## config.mk

```make
export PLATFORM = sky130hd
export DESIGN_NAME = sliding_window_sample_buffer
export DESIGN_NICKNAME = d
export VERILOG_FILES = /design/src/hdl/swsb_pkg.sv /design/src/hdl/swsb_ram.sv /design/src/hdl/swsb_div.sv /design/src/hdl/sliding_window_sample_buffer.sv
export SDC_FILE = /design/constraint.sdc
export NUM_CORES = 2
export LEC_CHECK = 0
export BUFFER_PORTS_ARGS = -buffer_cell sky130_fd_sc_hd__buf_2
export CAP_MARGIN = 20
export CORE_ASPECT_RATIO = 1.75
export CORE_MARGIN = 2
export CORE_UTILIZATION = 42
export CTS_CLUSTER_DIAMETER = 50
export DETAILED_ROUTE_END_ITERATION = 6
export GPL_ROUTABILITY_DRIVEN = 1
export PLACE_DENSITY = 0.55
export SLEW_MARGIN = 20
export SYNTH_ARGS = -nofsm -noshare
export SYNTH_HDL_FRONTEND = slang
export SYNTH_SLANG_ARGS = --single-unit
```

## constraint.sdc

```tcl
create_clock -name clk -period 13.9 [get_ports clk]
set_input_delay 0.695 -clock clk [delete_from_list [all_inputs] [get_ports clk]]
set_output_delay 0.695 -clock clk [all_outputs]
set_load 0.05 [all_outputs]
```

## src/hdl/swsb_pkg.sv

```systemverilog
`timescale 1ns / 1ps
// ----------------------------------------------------------------------------
// swsb_pkg
// Shared types and constants of the sliding window sample buffer.
// ----------------------------------------------------------------------------
package swsb_pkg;

  // field widths
  localparam int SAMPLE_W = 32;
  localparam int WSIZE_W  = 7;
  localparam int AGE_W    = 6;
  localparam int FILL_W   = 7;

  // default ring depth
  localparam int DEFAULT_MAX_DEPTH = 64;

  // window size after reset
  localparam logic [WSIZE_W-1:0] WSIZE_RESET = 7'd64;

  // request codes
  typedef enum logic [1:0] {
    REQ_PUSH  = 2'd0,
    REQ_READ  = 2'd1,
    REQ_MEAN  = 2'd2,
    REQ_CLEAR = 2'd3
  } req_t;

endpackage

```

## src/hdl/swsb_ram.sv

```systemverilog
`timescale 1ns / 1ps
// ----------------------------------------------------------------------------
// swsb_ram
// Generic simple dual port RAM, one write port, one registered read port.
// ----------------------------------------------------------------------------
module swsb_ram #(
  parameter int WIDTH = 32,
  parameter int DEPTH = 64
) (
  input  logic                     clk,
  input  logic                     we,
  input  logic [$clog2(DEPTH)-1:0] waddr,
  input  logic [WIDTH-1:0]         wdata,
  input  logic                     re,
  input  logic [$clog2(DEPTH)-1:0] raddr,
  output logic [WIDTH-1:0]         rdata
);

  logic [WIDTH-1:0] mem [DEPTH];

  // write port
  always_ff @(posedge clk) begin
    if (we) begin
      mem[waddr] <= wdata;
    end
  end

  // registered read port
  always_ff @(posedge clk) begin
    if (re) begin
      rdata <= mem[raddr];
    end
  end

endmodule

```

## src/hdl/swsb_div.sv

```systemverilog
`timescale 1ns / 1ps
// ----------------------------------------------------------------------------
// swsb_div
// Restoring divider, one quotient bit per cycle, unsigned dividend by the
// window size.
// ----------------------------------------------------------------------------
module swsb_div
  import swsb_pkg::*;
#(
  parameter int DIVIDEND_W = 38
) (
  input  logic                  clk,
  input  logic                  rst,
  input  logic                  start,
  input  logic [DIVIDEND_W-1:0] dividend,
  input  logic [WSIZE_W-1:0]    divisor,
  output logic                  done,
  output logic [DIVIDEND_W-1:0] quotient
);

  localparam int CNT_W = $clog2(DIVIDEND_W + 1);

  logic                  running;
  logic [CNT_W-1:0]      cnt;
  logic [WSIZE_W-1:0]    rem;
  logic [WSIZE_W-1:0]    dvs;
  logic [WSIZE_W:0]      trial;
  logic                  fits;

  // trial subtract of the shifted remainder
  assign trial = {rem, quotient[DIVIDEND_W-1]};
  assign fits  = trial >= {1'b0, dvs};

  // control
  always_ff @(posedge clk) begin
    if (rst) begin
      running <= 1'b0;
      done    <= 1'b0;
      cnt     <= '0;
    end else begin
      done <= running && !start && (cnt == CNT_W'(1));
      if (start) begin
        running <= 1'b1;
        cnt     <= CNT_W'(DIVIDEND_W);
      end else if (running) begin
        cnt <= cnt - 1'b1;
        if (cnt == CNT_W'(1)) begin
          running <= 1'b0;
        end
      end
    end
  end

  // datapath
  always_ff @(posedge clk) begin
    if (start) begin
      quotient <= dividend;
      rem      <= '0;
      dvs      <= divisor;
    end else if (running) begin
      if (fits) begin
        rem      <= WSIZE_W'(trial - {1'b0, dvs});
        quotient <= {quotient[DIVIDEND_W-2:0], 1'b1};
      end else begin
        rem      <= trial[WSIZE_W-1:0];
        quotient <= {quotient[DIVIDEND_W-2:0], 1'b0};
      end
    end
  end

endmodule

```

## src/hdl/sliding_window_sample_buffer.sv

```systemverilog
`timescale 1ns / 1ps
// ----------------------------------------------------------------------------
// sliding_window_sample_buffer
// Ring store of recent samples with read by age and moving mean.
// ----------------------------------------------------------------------------
// A request is taken when start is high and busy is low; its single result
// shows on the result ports for one cycle with done high, and the receiver
// cannot stall it. A push or a read by age first reads the sample RAM, then
// writes back and registers the result. A mean is formed by the divider,
// one quotient bit per cycle over the 64-bit running total. A clear answers
// in the next cycle and then keeps busy high while it zeroes the RAM one
// entry a cycle; the same clearing pass runs after reset. The window size
// may be written at any idle time.
// ----------------------------------------------------------------------------
module sliding_window_sample_buffer
  import swsb_pkg::*;
#(
  parameter int MAX_DEPTH = DEFAULT_MAX_DEPTH
) (
  input  logic                       clk,
  input  logic                       rst,
  input  logic                       cfg_write,
  input  logic [WSIZE_W-1:0]         cfg_data,
  input  logic                       start,
  output logic                       busy,
  input  logic [1:0]                 req_type,
  input  logic signed [SAMPLE_W-1:0] sample_value,
  input  logic [AGE_W-1:0]           age,
  output logic                       done,
  output logic signed [SAMPLE_W-1:0] result_value,
  output logic [FILL_W-1:0]          fill_level,
  output logic                       read_valid
);

  localparam int AW = $clog2(MAX_DEPTH);
  // running total kept wide enough that stale samples never wrap it
  localparam int TW = 64;
  localparam int CW = ((AW > WSIZE_W) ? AW : WSIZE_W) + 1;
  localparam logic [WSIZE_W-1:0] NCAP =
    (MAX_DEPTH > 127) ? 7'd127 : WSIZE_W'(MAX_DEPTH);

  typedef enum logic [3:0] {
    ST_IDLE  = 4'b0001,
    ST_EXEC  = 4'b0010,
    ST_DIV   = 4'b0100,
    ST_CLEAR = 4'b1000
  } state_t;

  state_t                state;
  logic [WSIZE_W-1:0]    window_size;
  logic [AW-1:0]         newest_slot;
  logic [FILL_W-1:0]     fill_count;
  logic [TW-1:0]         window_total;
  logic [AW-1:0]         sweep;

  req_t                  req;
  req_t                  req_r;
  logic [SAMPLE_W-1:0]   sample_r;
  logic [AW-1:0]         slot_r;
  logic                  valid_r;

  logic                  accept;
  logic [WSIZE_W-1:0]    n;
  logic [FILL_W-1:0]     limit;
  logic [CW-1:0]         newest_ext;
  logic [CW-1:0]         n_ext;
  logic [CW-1:0]         age_ext;
  logic [CW-1:0]         push_slot;
  logic [CW-1:0]         read_slot;
  logic                  read_ok;

  logic                  ram_we;
  logic [AW-1:0]         ram_waddr;
  logic [SAMPLE_W-1:0]   ram_wdata;
  logic [AW-1:0]         ram_raddr;
  logic [SAMPLE_W-1:0]   ram_rdata;

  logic                  full;
  logic [FILL_W-1:0]     fill_next;
  logic [TW-1:0]         old_ext;
  logic [TW-1:0]         new_ext;
  logic [TW-1:0]         total_next;

  logic                  div_start;
  logic                  div_done;
  logic [TW-1:0]         div_mag;
  logic [TW-1:0]         div_quo;
  logic [TW-1:0]         mean_q;

  assign busy   = (state != ST_IDLE);
  assign accept = start && !busy;
  assign req    = req_t'(req_type);

  // effective window size, clamped to 1..MAX_DEPTH and to at most 127
  always_comb begin
    if (window_size == '0) begin
      n = WSIZE_W'(1);
    end else if (window_size > NCAP) begin
      n = NCAP;
    end else begin
      n = window_size;
    end
  end

  // slot of the next push and of a read by age
  assign newest_ext = CW'(newest_slot);
  assign n_ext      = CW'(n);
  assign age_ext    = CW'(age);
  assign limit      = (fill_count < n) ? fill_count : n;

  always_comb begin
    if (fill_count != '0) begin
      push_slot = (newest_ext + CW'(1) >= n_ext) ? '0 : newest_ext + CW'(1);
    end else begin
      push_slot = newest_ext;
    end
    if (newest_ext >= age_ext) begin
      read_slot = newest_ext - age_ext;
    end else begin
      read_slot = newest_ext + n_ext - age_ext;
    end
  end

  assign read_ok = (age_ext < CW'(limit)) && (read_slot < CW'(MAX_DEPTH));

  // ram read address chosen by the incoming request
  assign ram_raddr = (req == REQ_PUSH) ? push_slot[AW-1:0] : read_slot[AW-1:0];

  // ram write: clearing pass or push write-back
  always_comb begin
    ram_we    = 1'b0;
    ram_waddr = slot_r;
    ram_wdata = sample_r;
    if (state == ST_CLEAR) begin
      ram_we    = 1'b1;
      ram_waddr = sweep;
      ram_wdata = '0;
    end else if (state == ST_EXEC && req_r == REQ_PUSH) begin
      ram_we = 1'b1;
    end
  end

  swsb_ram #(
    .WIDTH (SAMPLE_W),
    .DEPTH (MAX_DEPTH)
  ) u_store (
    .clk   (clk),
    .we    (ram_we),
    .waddr (ram_waddr),
    .wdata (ram_wdata),
    .re    (accept),
    .raddr (ram_raddr),
    .rdata (ram_rdata)
  );

  // push update of count and running total
  assign full       = fill_count >= n;
  assign fill_next  = (fill_count < n) ? fill_count + 1'b1 : n;
  assign old_ext    = full ? {{(TW-SAMPLE_W){ram_rdata[SAMPLE_W-1]}}, ram_rdata} : '0;
  assign new_ext    = {{(TW-SAMPLE_W){sample_r[SAMPLE_W-1]}}, sample_r};
  assign total_next = window_total - old_ext + new_ext;

  // mean divider on the magnitude of the total
  assign div_start = accept && (req == REQ_MEAN);
  assign div_mag   = window_total[TW-1] ? TW'(0) - window_total : window_total;

  swsb_div #(
    .DIVIDEND_W (TW)
  ) u_div (
    .clk      (clk),
    .rst      (rst),
    .start    (div_start),
    .dividend (div_mag),
    .divisor  (n),
    .done     (div_done),
    .quotient (div_quo)
  );

  assign mean_q = window_total[TW-1] ? TW'(0) - div_quo : div_quo;

  // configuration register
  always_ff @(posedge clk) begin
    if (rst) begin
      window_size <= WSIZE_RESET;
    end else if (cfg_write) begin
      window_size <= cfg_data;
    end
  end

  // request capture
  always_ff @(posedge clk) begin
    if (accept) begin
      req_r    <= req;
      sample_r <= sample_value;
      slot_r   <= push_slot[AW-1:0];
      valid_r  <= read_ok;
    end
  end

  // sequencer and state registers
  always_ff @(posedge clk) begin
    if (rst) begin
      state        <= ST_CLEAR;
      sweep        <= '0;
      newest_slot  <= '0;
      fill_count   <= '0;
      window_total <= '0;
      done         <= 1'b0;
    end else begin
      case (state)
        ST_IDLE: begin
          done <= accept && (req == REQ_CLEAR);
          if (accept) begin
            case (req)
              REQ_PUSH, REQ_READ: begin
                state <= ST_EXEC;
              end
              REQ_MEAN: begin
                state <= ST_DIV;
              end
              default: begin
                newest_slot  <= '0;
                fill_count   <= '0;
                window_total <= '0;
                sweep        <= '0;
                state        <= ST_CLEAR;
              end
            endcase
          end
        end
        ST_EXEC: begin
          done  <= 1'b1;
          state <= ST_IDLE;
          if (req_r == REQ_PUSH) begin
            newest_slot  <= slot_r;
            fill_count   <= fill_next;
            window_total <= total_next;
          end
        end
        ST_DIV: begin
          done <= div_done;
          if (div_done) begin
            state <= ST_IDLE;
          end
        end
        ST_CLEAR: begin
          done  <= 1'b0;
          sweep <= sweep + 1'b1;
          if (sweep == AW'(MAX_DEPTH - 1)) begin
            state <= ST_IDLE;
          end
        end
        default: begin
          done  <= 1'b0;
          state <= ST_IDLE;
        end
      endcase
    end
  end

  // result registers
  always_ff @(posedge clk) begin
    case (state)
      ST_IDLE: begin
        result_value <= '0;
        fill_level   <= '0;
        read_valid   <= 1'b1;
      end
      ST_EXEC: begin
        if (req_r == REQ_PUSH) begin
          result_value <= '0;
          fill_level   <= fill_next;
          read_valid   <= 1'b1;
        end else begin
          result_value <= valid_r ? ram_rdata : '0;
          fill_level   <= fill_count;
          read_valid   <= valid_r;
        end
      end
      ST_DIV: begin
        result_value <= mean_q[SAMPLE_W-1:0];
        fill_level   <= fill_count;
        read_valid   <= 1'b1;
      end
      default: begin
        result_value <= '0;
        fill_level   <= '0;
        read_valid   <= 1'b1;
      end
    endcase
  end

  // push and read raise done once the request has passed through the EXEC state
  a_rw_latency: assert property (@(posedge clk) disable iff (rst)
    (accept && (req == REQ_PUSH || req == REQ_READ)) |-> ##2 done)
    else $error("push or read result missing");

  // a rejected read carries a zero value
  a_invalid_zero: assert property (@(posedge clk) disable iff (rst)
    (done && !read_valid) |-> (result_value == '0))
    else $error("invalid read with nonzero value");

  // fill count bounded by the largest window
  a_fill_bound: assert property (@(posedge clk) disable iff (rst)
    fill_count <= NCAP)
    else $error("fill count beyond window");

  // ram written only while a request or clearing pass is in flight
  a_write_busy: assert property (@(posedge clk) disable iff (rst)
    ram_we |-> busy)
    else $error("ram write while idle");

  // newest slot stays inside the ring
  a_slot_range: assert property (@(posedge clk) disable iff (rst)
    CW'(newest_slot) < CW'(MAX_DEPTH))
    else $error("newest slot out of range");

endmodule
```

[Yosys cells after proc, flatten, opt, wreduce, memory -nomap -nowiden]
Memories as Yosys holds them, arrays and structs flattened. A register that Yosys moved wholly into a read port is not among the register bits.
Index checks and enable logic that the tools add are counted.
Word-level totals
  register bits: 263
  RAM bits: 2048
  input port bits: 51
  output and inout bits: 42
  logic and storage cells: 131
  memories: 1
Memory list
  u_store.mem: depth 64, width 32, read ports 1, clocked after Yosys merged registers in 1, write ports 1, line swsb_ram.sv:19  | logic [WIDTH-1:0] mem [DEPTH];
Cells by class
  add/subtract/negate cells: 12
  order comparisons: 8
  equality and inequality tests: 15
  mux-type cells: 49
  bitwise gates (word level): 1
  reductions and logical operators: 24
Operators by type and width (number)
  64-bit two-way mux: 7
  32-bit two-way mux: 4
  64-bit one-hot mux with 2 select lines: 1
  7-bit two-way mux: 10
  64-bit adder: 1
  32-bit one-hot mux with 2 select lines: 1
  1-bit by 64-bit subtractor with 64-bit output, first input constant: 1
  64-bit subtractor: 1
  6-bit two-way mux: 7
  1-bit by 32-bit subtractor with 32-bit output, first input constant: 1
  7-bit one-hot mux with 2 select lines: 2
  6-bit one-hot mux with 2 select lines: 2
  7-bit >= comparator: 2
  4-bit two-way mux: 3
  4-bit one-hot mux with 3 select lines: 1
  3-bit AND reduction: 3
  6-bit by 7-bit adder with 8-bit output: 1
  8-bit by 7-bit >= comparator with 1-bit output: 1
  8-bit by 7-bit less-than comparator with 1-bit output, second input constant: 1
  1-bit two-way mux: 8
  8-bit two-way mux: 1
  4-bit one-hot mux with 2 select lines: 1
  8-bit by 6-bit subtractor with 8-bit output: 1
  6-bit by 1-bit adder with 7-bit output, second input constant: 1
  31 further kinds: 47

[Longest topological paths before layout]
  depth after elaboration: 9
  mapped depth: 26
  gate-level depth less buffers: 26

[Modules after synthesis]
A second synthesis with hierarchy kept.
Unflattened totals
  cells, all modules: 5628
  area, all modules: 98563.3 µm²
By module, submodules not included
  swsb_ram: instances 1, cells an instance 3324, area an instance 78835.6 µm², sequential area each 62459.9 µm²
  sliding_window_sample_buffer: instances 1, cells an instance 2028, area an instance 15760.1 µm², sequential area each 3933.8 µm²
  swsb_div: instances 1, cells an instance 276, area an instance 3967.6 µm², sequential area each 2452.4 µm²

[Worst setup path before layout]
No wires, ideal clock.
  path type: reg-to-reg
  start point: register state[1]
  end point: register u_div.quotient[0] (enable)
  library setup time: 0.424 ns
  arrival time: 6.515 ns
  slack: 6.962 ns
  cell stages (with the launch flop): 9
  path buffers: 2
  cell sequence: dfxtp_1 > nor2_1 > nand3b_1 > nor2_1 > nand2_1 > or2_2 > clkbuf_1 > clkbuf_1 > nand2_1
Between the ends
  cells in the longest elaborated chain, start to end: 5
Ends and longest elaborated chain
  start: declaration: line sliding_window_sample_buffer.sv:49  | state_t state;
  start signal: assignment: line sliding_window_sample_buffer.sv:203  | state <= ST_CLEAR;
  start signal: assignment: line sliding_window_sample_buffer.sv:216  | state <= ST_EXEC;
  start signal: assignment: line sliding_window_sample_buffer.sv:219  | state <= ST_DIV;
  4-bit by 1-bit != test with 1-bit output: line sliding_window_sample_buffer.sv:90  | assign busy = (state != ST_IDLE);
  named net busy: line sliding_window_sample_buffer.sv:25  | output logic busy,
  1-bit zero test: line sliding_window_sample_buffer.sv:91  | assign accept = start && !busy;
  1-bit logical AND: line sliding_window_sample_buffer.sv:91
  named net accept: line sliding_window_sample_buffer.sv:62  | logic accept;
  1-bit logical AND: line sliding_window_sample_buffer.sv:164  | assign div_start = accept && (req == REQ_MEAN);
  2-bit nonzero test (no source line)
  end signal: assignment: line swsb_div.sv:57  | quotient <= dividend;
  end signal: assignment: line swsb_div.sv:63  | quotient <= {quotient[DIVIDEND_W-2:0], 1'b1};
  end signal: assignment: line swsb_div.sv:66  | quotient <= {quotient[DIVIDEND_W-2:0], 1'b0};
  end: declaration: line swsb_div.sv:18  | output logic [DIVIDEND_W-1:0] quotient
The timed path passes the listed nets, and every way through them passes these cells.
A chain may end at the register's enable or synchronous reset.

[Worst setup path after layout]
  start point: register newest_slot[4]
  end point: register u_store.rdata[22], read port of u_store.mem (data pin)
Between the ends
  cells in the longest elaborated chain, start to end: 5
Ends and longest elaborated chain
  start: declaration: line sliding_window_sample_buffer.sv:51  | logic [AW-1:0] newest_slot;
  start signal: assignment: line sliding_window_sample_buffer.sv:235  | newest_slot <= slot_r;
  6-bit by 1-bit adder with 7-bit output: line sliding_window_sample_buffer.sv:113  | push_slot = (newest_ext + CW'(1) >= n_ext) ? '0 : newest_ext + CW'(1);
  7-bit >= comparator: line sliding_window_sample_buffer.sv:113
  6-bit two-way mux: line sliding_window_sample_buffer.sv:113
  6-bit two-way mux: line sliding_window_sample_buffer.sv:112  | if (fill_count != '0) begin
  6-bit two-way mux (*): line sliding_window_sample_buffer.sv:127  | assign ram_raddr = (req == REQ_PUSH) ? push_slot[AW-1:0] : read_slot[AW-1:0];
  end: declaration: line swsb_ram.sv:16  | output logic [WIDTH-1:0] rdata
Every way passes the cells marked *; elsewhere a longest branch is shown, timed or not.

==> impl.org <==
** Power and ir drop
- Maximum vdd drop :: 0.0938 mV
- For this design the static power due to leakage is 36.0 nW.
- Power density cells :: 146 mW/mm²
- After layout, the design draws a total of 16.0 mW.

** Timing
- Pins Over Slew Limit :: 0
- Setup repair after global routing left no endpoint under its margin.
- Measured against its own limit, the worst slew margin works out to 24.6%.
- For the pin with the worst max-slew slack, the measured transition is 1130 ps.
- Setup violations remaining at the end of the flow were counted as 0.
- For the finished layout, the period the worst path requires is 7050 ps.
- The worst path uses 50.7% of the clock period.
- Final TNS setup :: 0 ps
- Max Freq :: 142 MHz
- Worst-case clock skew :: 41.8 ps
- Once routing completed, OpenROAD measured the worst setup slack at 6850 ps.
- The final hold violation count came to 0.

** Setup path
- Critical path cell sequence :: ha_1, and3_1, a221oi_1, a21oi_1, a211oi_1, a31o_4, buf_4, buf_4, buf_4, mux4_2, a32oi_1, nand4_1, or2_1
- The worst register-to-register path has a setup slack of 6850 ps.
- In this run the critical register-to-register path is launched from newest_slot[4].
- Top cell family by delay on the critical path :: buffers and inverters
- Critical path buffer and inverter count :: 3
- On the worst path, the slowest cell contributes a delay of 810 ps.
- Critical Setup Path Class :: flip-flop to flip-flop
- Along the worst path, the maximum fanout reaches 41.
- The most critical setup path has its endpoint at u_store.rdata[22].
- Critical-path cell with the highest stage delay :: sky130_fd_sc_hd__buf_4
- Crit. Startpoint :: newest_slot[4]
- The most numerous cell type found on the critical path is sky130_fd_sc_hd__buf_4.
- STA classifies the critical path endpoint as a flip-flop.
- The number of cells on the worst reg-to-reg path is 13.
- In this run the number of cells on the critical path is 13.
- Required time of the worst setup path :: 14530 ps
- The worst register-to-register path ends at u_store.rdata[22].
- STA puts the critical path data arrival time at 7680 ps.
- Setup crit start kind :: flip-flop

** Final layout
- Net total in the final layout :: 6071
- After routing the design area is 0.110 mm².
- Filler Cell Count :: 19600
- From synthesis to final layout, the design area changed by 12.3%.
- Cells fill 47.3% of the core in the end.
- Fraction of layout cells with a size suffix above 1 :: 20.1%

** Floorplan
- After floorplanning, the core was divided into 234 placement rows.
- The floorplan step defined a die boundary enclosing 0.236 mm².
- Starting utilization of the core area :: 42.1%
- Measured along the x axis, the die boundary spans 368 µm.
- IO Pins :: 93
- Measured along the y axis, the die boundary spans 642 µm.
- Area of the placeable core :: 0.232 mm²

** Clocking
- No sink is reached through more buffers than the 4 on the longest clock path.
- Clock-pin slew was measured on the worst setup and hold paths at 60 ps.
- Post-CTS Repair Setup Buffers :: 0
- Cell at the root of the clock tree :: sky130_fd_sc_hd__clkbuf_16
- Clock latency at the later pin of the worst-skew pair :: 880 ps
- After clock tree synthesis, the repair step resized 0 gates.
- CTS Hold Bufs :: 27
- In this run the number of H-tree levels came out at 4.
- CTS tree :: built
- Clock tree synthesis inserted a total of 213 buffers.
- The clock drives 2343 sinks.

** Synthesis
- By area the synthesized netlist is led by sky130_fd_sc_hd__edfxtp_1 (67%), sky130_fd_sc_hd__mux4_2 (12%), sky130_fd_sc_hd__dfxtp_1 (3.1%), sky130_fd_sc_hd__a22oi_1 (1.8%), sky130_fd_sc_hd__fa_1 (1.5%).
- Yosys instantiated no cell more often than sky130_fd_sc_hd__edfxtp_1.
- Counting flops with an async set or reset pin after synthesis yields a share of 0%.
- Syn. warnings :: 0
- #FFs+latches synth :: 2343
- Of all cell types, the one taking the most synthesized area is sky130_fd_sc_hd__edfxtp_1.
- Sequential area share after synthesis :: 70.5%
- Synthesis instantiated 81 different standard cells from the library.
- Cell area after synthesis :: 0.0976 mm²
- Total nets after synthesis :: 5850
- In the synthesized netlist, the number of instances is 5616.
- Ranked by instance count, the synthesized netlist is headed by sky130_fd_sc_hd__edfxtp_1 (2192), sky130_fd_sc_hd__mux4_2 (504), sky130_fd_sc_hd__nand2_1 (305).
- Synth Flop Type :: sky130_fd_sc_hd__edfxtp_1
- Dividing the synthesized area by the synthesized cell count gives 17.4 µm².
- Yosys top cell area share :: 67.4%
- The synthesized design contains 2192 enable-type register cells.

** Outcome
- The flow ran to the end, and the final reports show no timing, DRC or antenna violations.

** GRT
- The first global-routing pass estimated 400000 µm of wire.
- Entering global routing, the biggest net connects 101 pins.
- Vias in the first global route :: 54900
- GRT Total Usage :: 23.6%
- GRT overflow :: 0
- Antenna violations before repair :: 9

** Job
- Max-cap violations :: 0

** Route
- Count of routing violations after the opening detailed-route iteration :: 4941
- Number of search-and-repair iterations in the first detailed-routing pass :: 5
- After detailed routing, the number of remaining DRC violations is 0.
- After detailed routing, the number of vias per cell comes to 5.85.
- Final Routed Wirelength :: 282000 µm
- Number of vias in the routed layout :: 53100
- DR WL/cell :: 31.1 µm
- Antenna Nets Post-Route :: 0

** Min path
- In this run the most critical hold path is launched from sample_value[0].
- In this run the worst hold path is classified as input port to flip-flop.

** Place
- OpenSTA, run right after detailed placement, puts the worst setup slack at 6350 ps.
- The wire-length estimate of the detail-placed layout is 171000 µm.
- The count of buffers added on input and output ports is 92.
- The congestion estimate from routability-driven global placement came to 0.869.
- Cell area reported after detailed placement :: 0.103 mm²
## power by group
part           switching, mW  internal, mW  total (mW)
Combinational           1.42         0.719        2.14
Clock                   2.60          3.07        5.68
Sequential            0.0525          8.14        8.20
## stage by stage
step           std cells  hold slack, ps
6_report            9068            49.0
3_3_place_gp        8660             441
3_5_place_dp        8663             448
2_1_floorplan       5616             425
5_1_grt             9065            34.9
4_1_cts             9064            1.77
## per-layer routing
layer	global-route usage (%)	vias up	routed length [µm]
met2	44.2	1618	155000
met5	0	-	27
met1	27.6	28300	103000
met3	2.43	487	12800
met4	8.81	4	11200
li1	-	22700	-
## state kept, by name, summed over array words and instances, names as in the netlist, 7 cells and up
register	cells
window_total	64
fill_level	7
result_value	32
u_store.mem	2048
u_div.dvs	7
window_size	7
sample_r	32
u_store.rdata	32
u_div.rem	7
fill_count	7
u_div.quotient	64
u_div.cnt	7
## final cells by class
class                   count  area, µm²  area share, %
flip-flops and latches   2343      68800           62.8
multi-input cells        2694      27300           24.9
clock buffers             262       5590           5.09
well taps                3068       3840           3.50
repair buffers            283       2060           1.88
inverters                 302       1130           1.03
clock inverters           112        910          0.830
diodes                      4       10.0        0.00913
## how the worst min path moves through the flow
| stage | depth (start not counted) | endpoint |
|---|---|---|
| final | 1 | sample_r[0] |
| after global routing | 1 | sample_r[0] |
| after CTS | 1 | sample_r[0] |
| after detailed placement | 2 | window_total[49] |
| after global placement | 2 | window_total[49] |
| after floorplan | 2 | window_total[40] |
## logic make-up (layout without fill, tap and decap cells)
family | Yosys count | in the layout | share of synthesized area (%)
DFF | 2343 | 2343 | 70.5
and+or+nand+nor | 924 | 924 | 4.60
AOI/OAI and AO/OA | 862 | 862 | 5.83
buffers and inverters | 579 | 959 | 2.46
muxes | 553 | 553 | 12.1
adders and majority gates | 183 | 183 | 2.89
xor gates and xnor gates | 172 | 172 | 1.54
other | 0 | 4 | 0
## cell usage in the layout (no fill, tap or decap), types with 17 or more instances in the layout
master                          count
sky130_fd_sc_hd__clkbuf_1          44
sky130_fd_sc_hd__clkinv_1          51
sky130_fd_sc_hd__nand2_1          303
sky130_fd_sc_hd__xnor2_1          108
sky130_fd_sc_hd__o21a_1            18
sky130_fd_sc_hd__inv_1            300
sky130_fd_sc_hd__nor3_1            40
sky130_fd_sc_hd__a22oi_1          239
sky130_fd_sc_hd__or2_1             31
sky130_fd_sc_hd__a32oi_1           23
sky130_fd_sc_hd__o31ai_1           35
sky130_fd_sc_hd__buf_2             92
sky130_fd_sc_hd__nand3_1           64
sky130_fd_sc_hd__mux2i_1           45
sky130_fd_sc_hd__clkbuf_16        215
sky130_fd_sc_hd__a21o_1            41
sky130_fd_sc_hd__o21ai_0          205
sky130_fd_sc_hd__nor2_1            95
sky130_fd_sc_hd__o21bai_1          17
sky130_fd_sc_hd__edfxtp_1        2192
sky130_fd_sc_hd__fa_1              71
sky130_fd_sc_hd__xor2_1            64
sky130_fd_sc_hd__nand4_1           95
sky130_fd_sc_hd__nor2b_1           58
sky130_fd_sc_hd__mux4_2           504
sky130_fd_sc_hd__clkinv_2          27
sky130_fd_sc_hd__nor2_4           109
sky130_fd_sc_hd__dfxtp_1          150
sky130_fd_sc_hd__buf_4            156
sky130_fd_sc_hd__a21oi_1          160
sky130_fd_sc_hd__ha_1             112
sky130_fd_sc_hd__dlygate4sd3_1     27
Power figures use the tool's default switching activity.
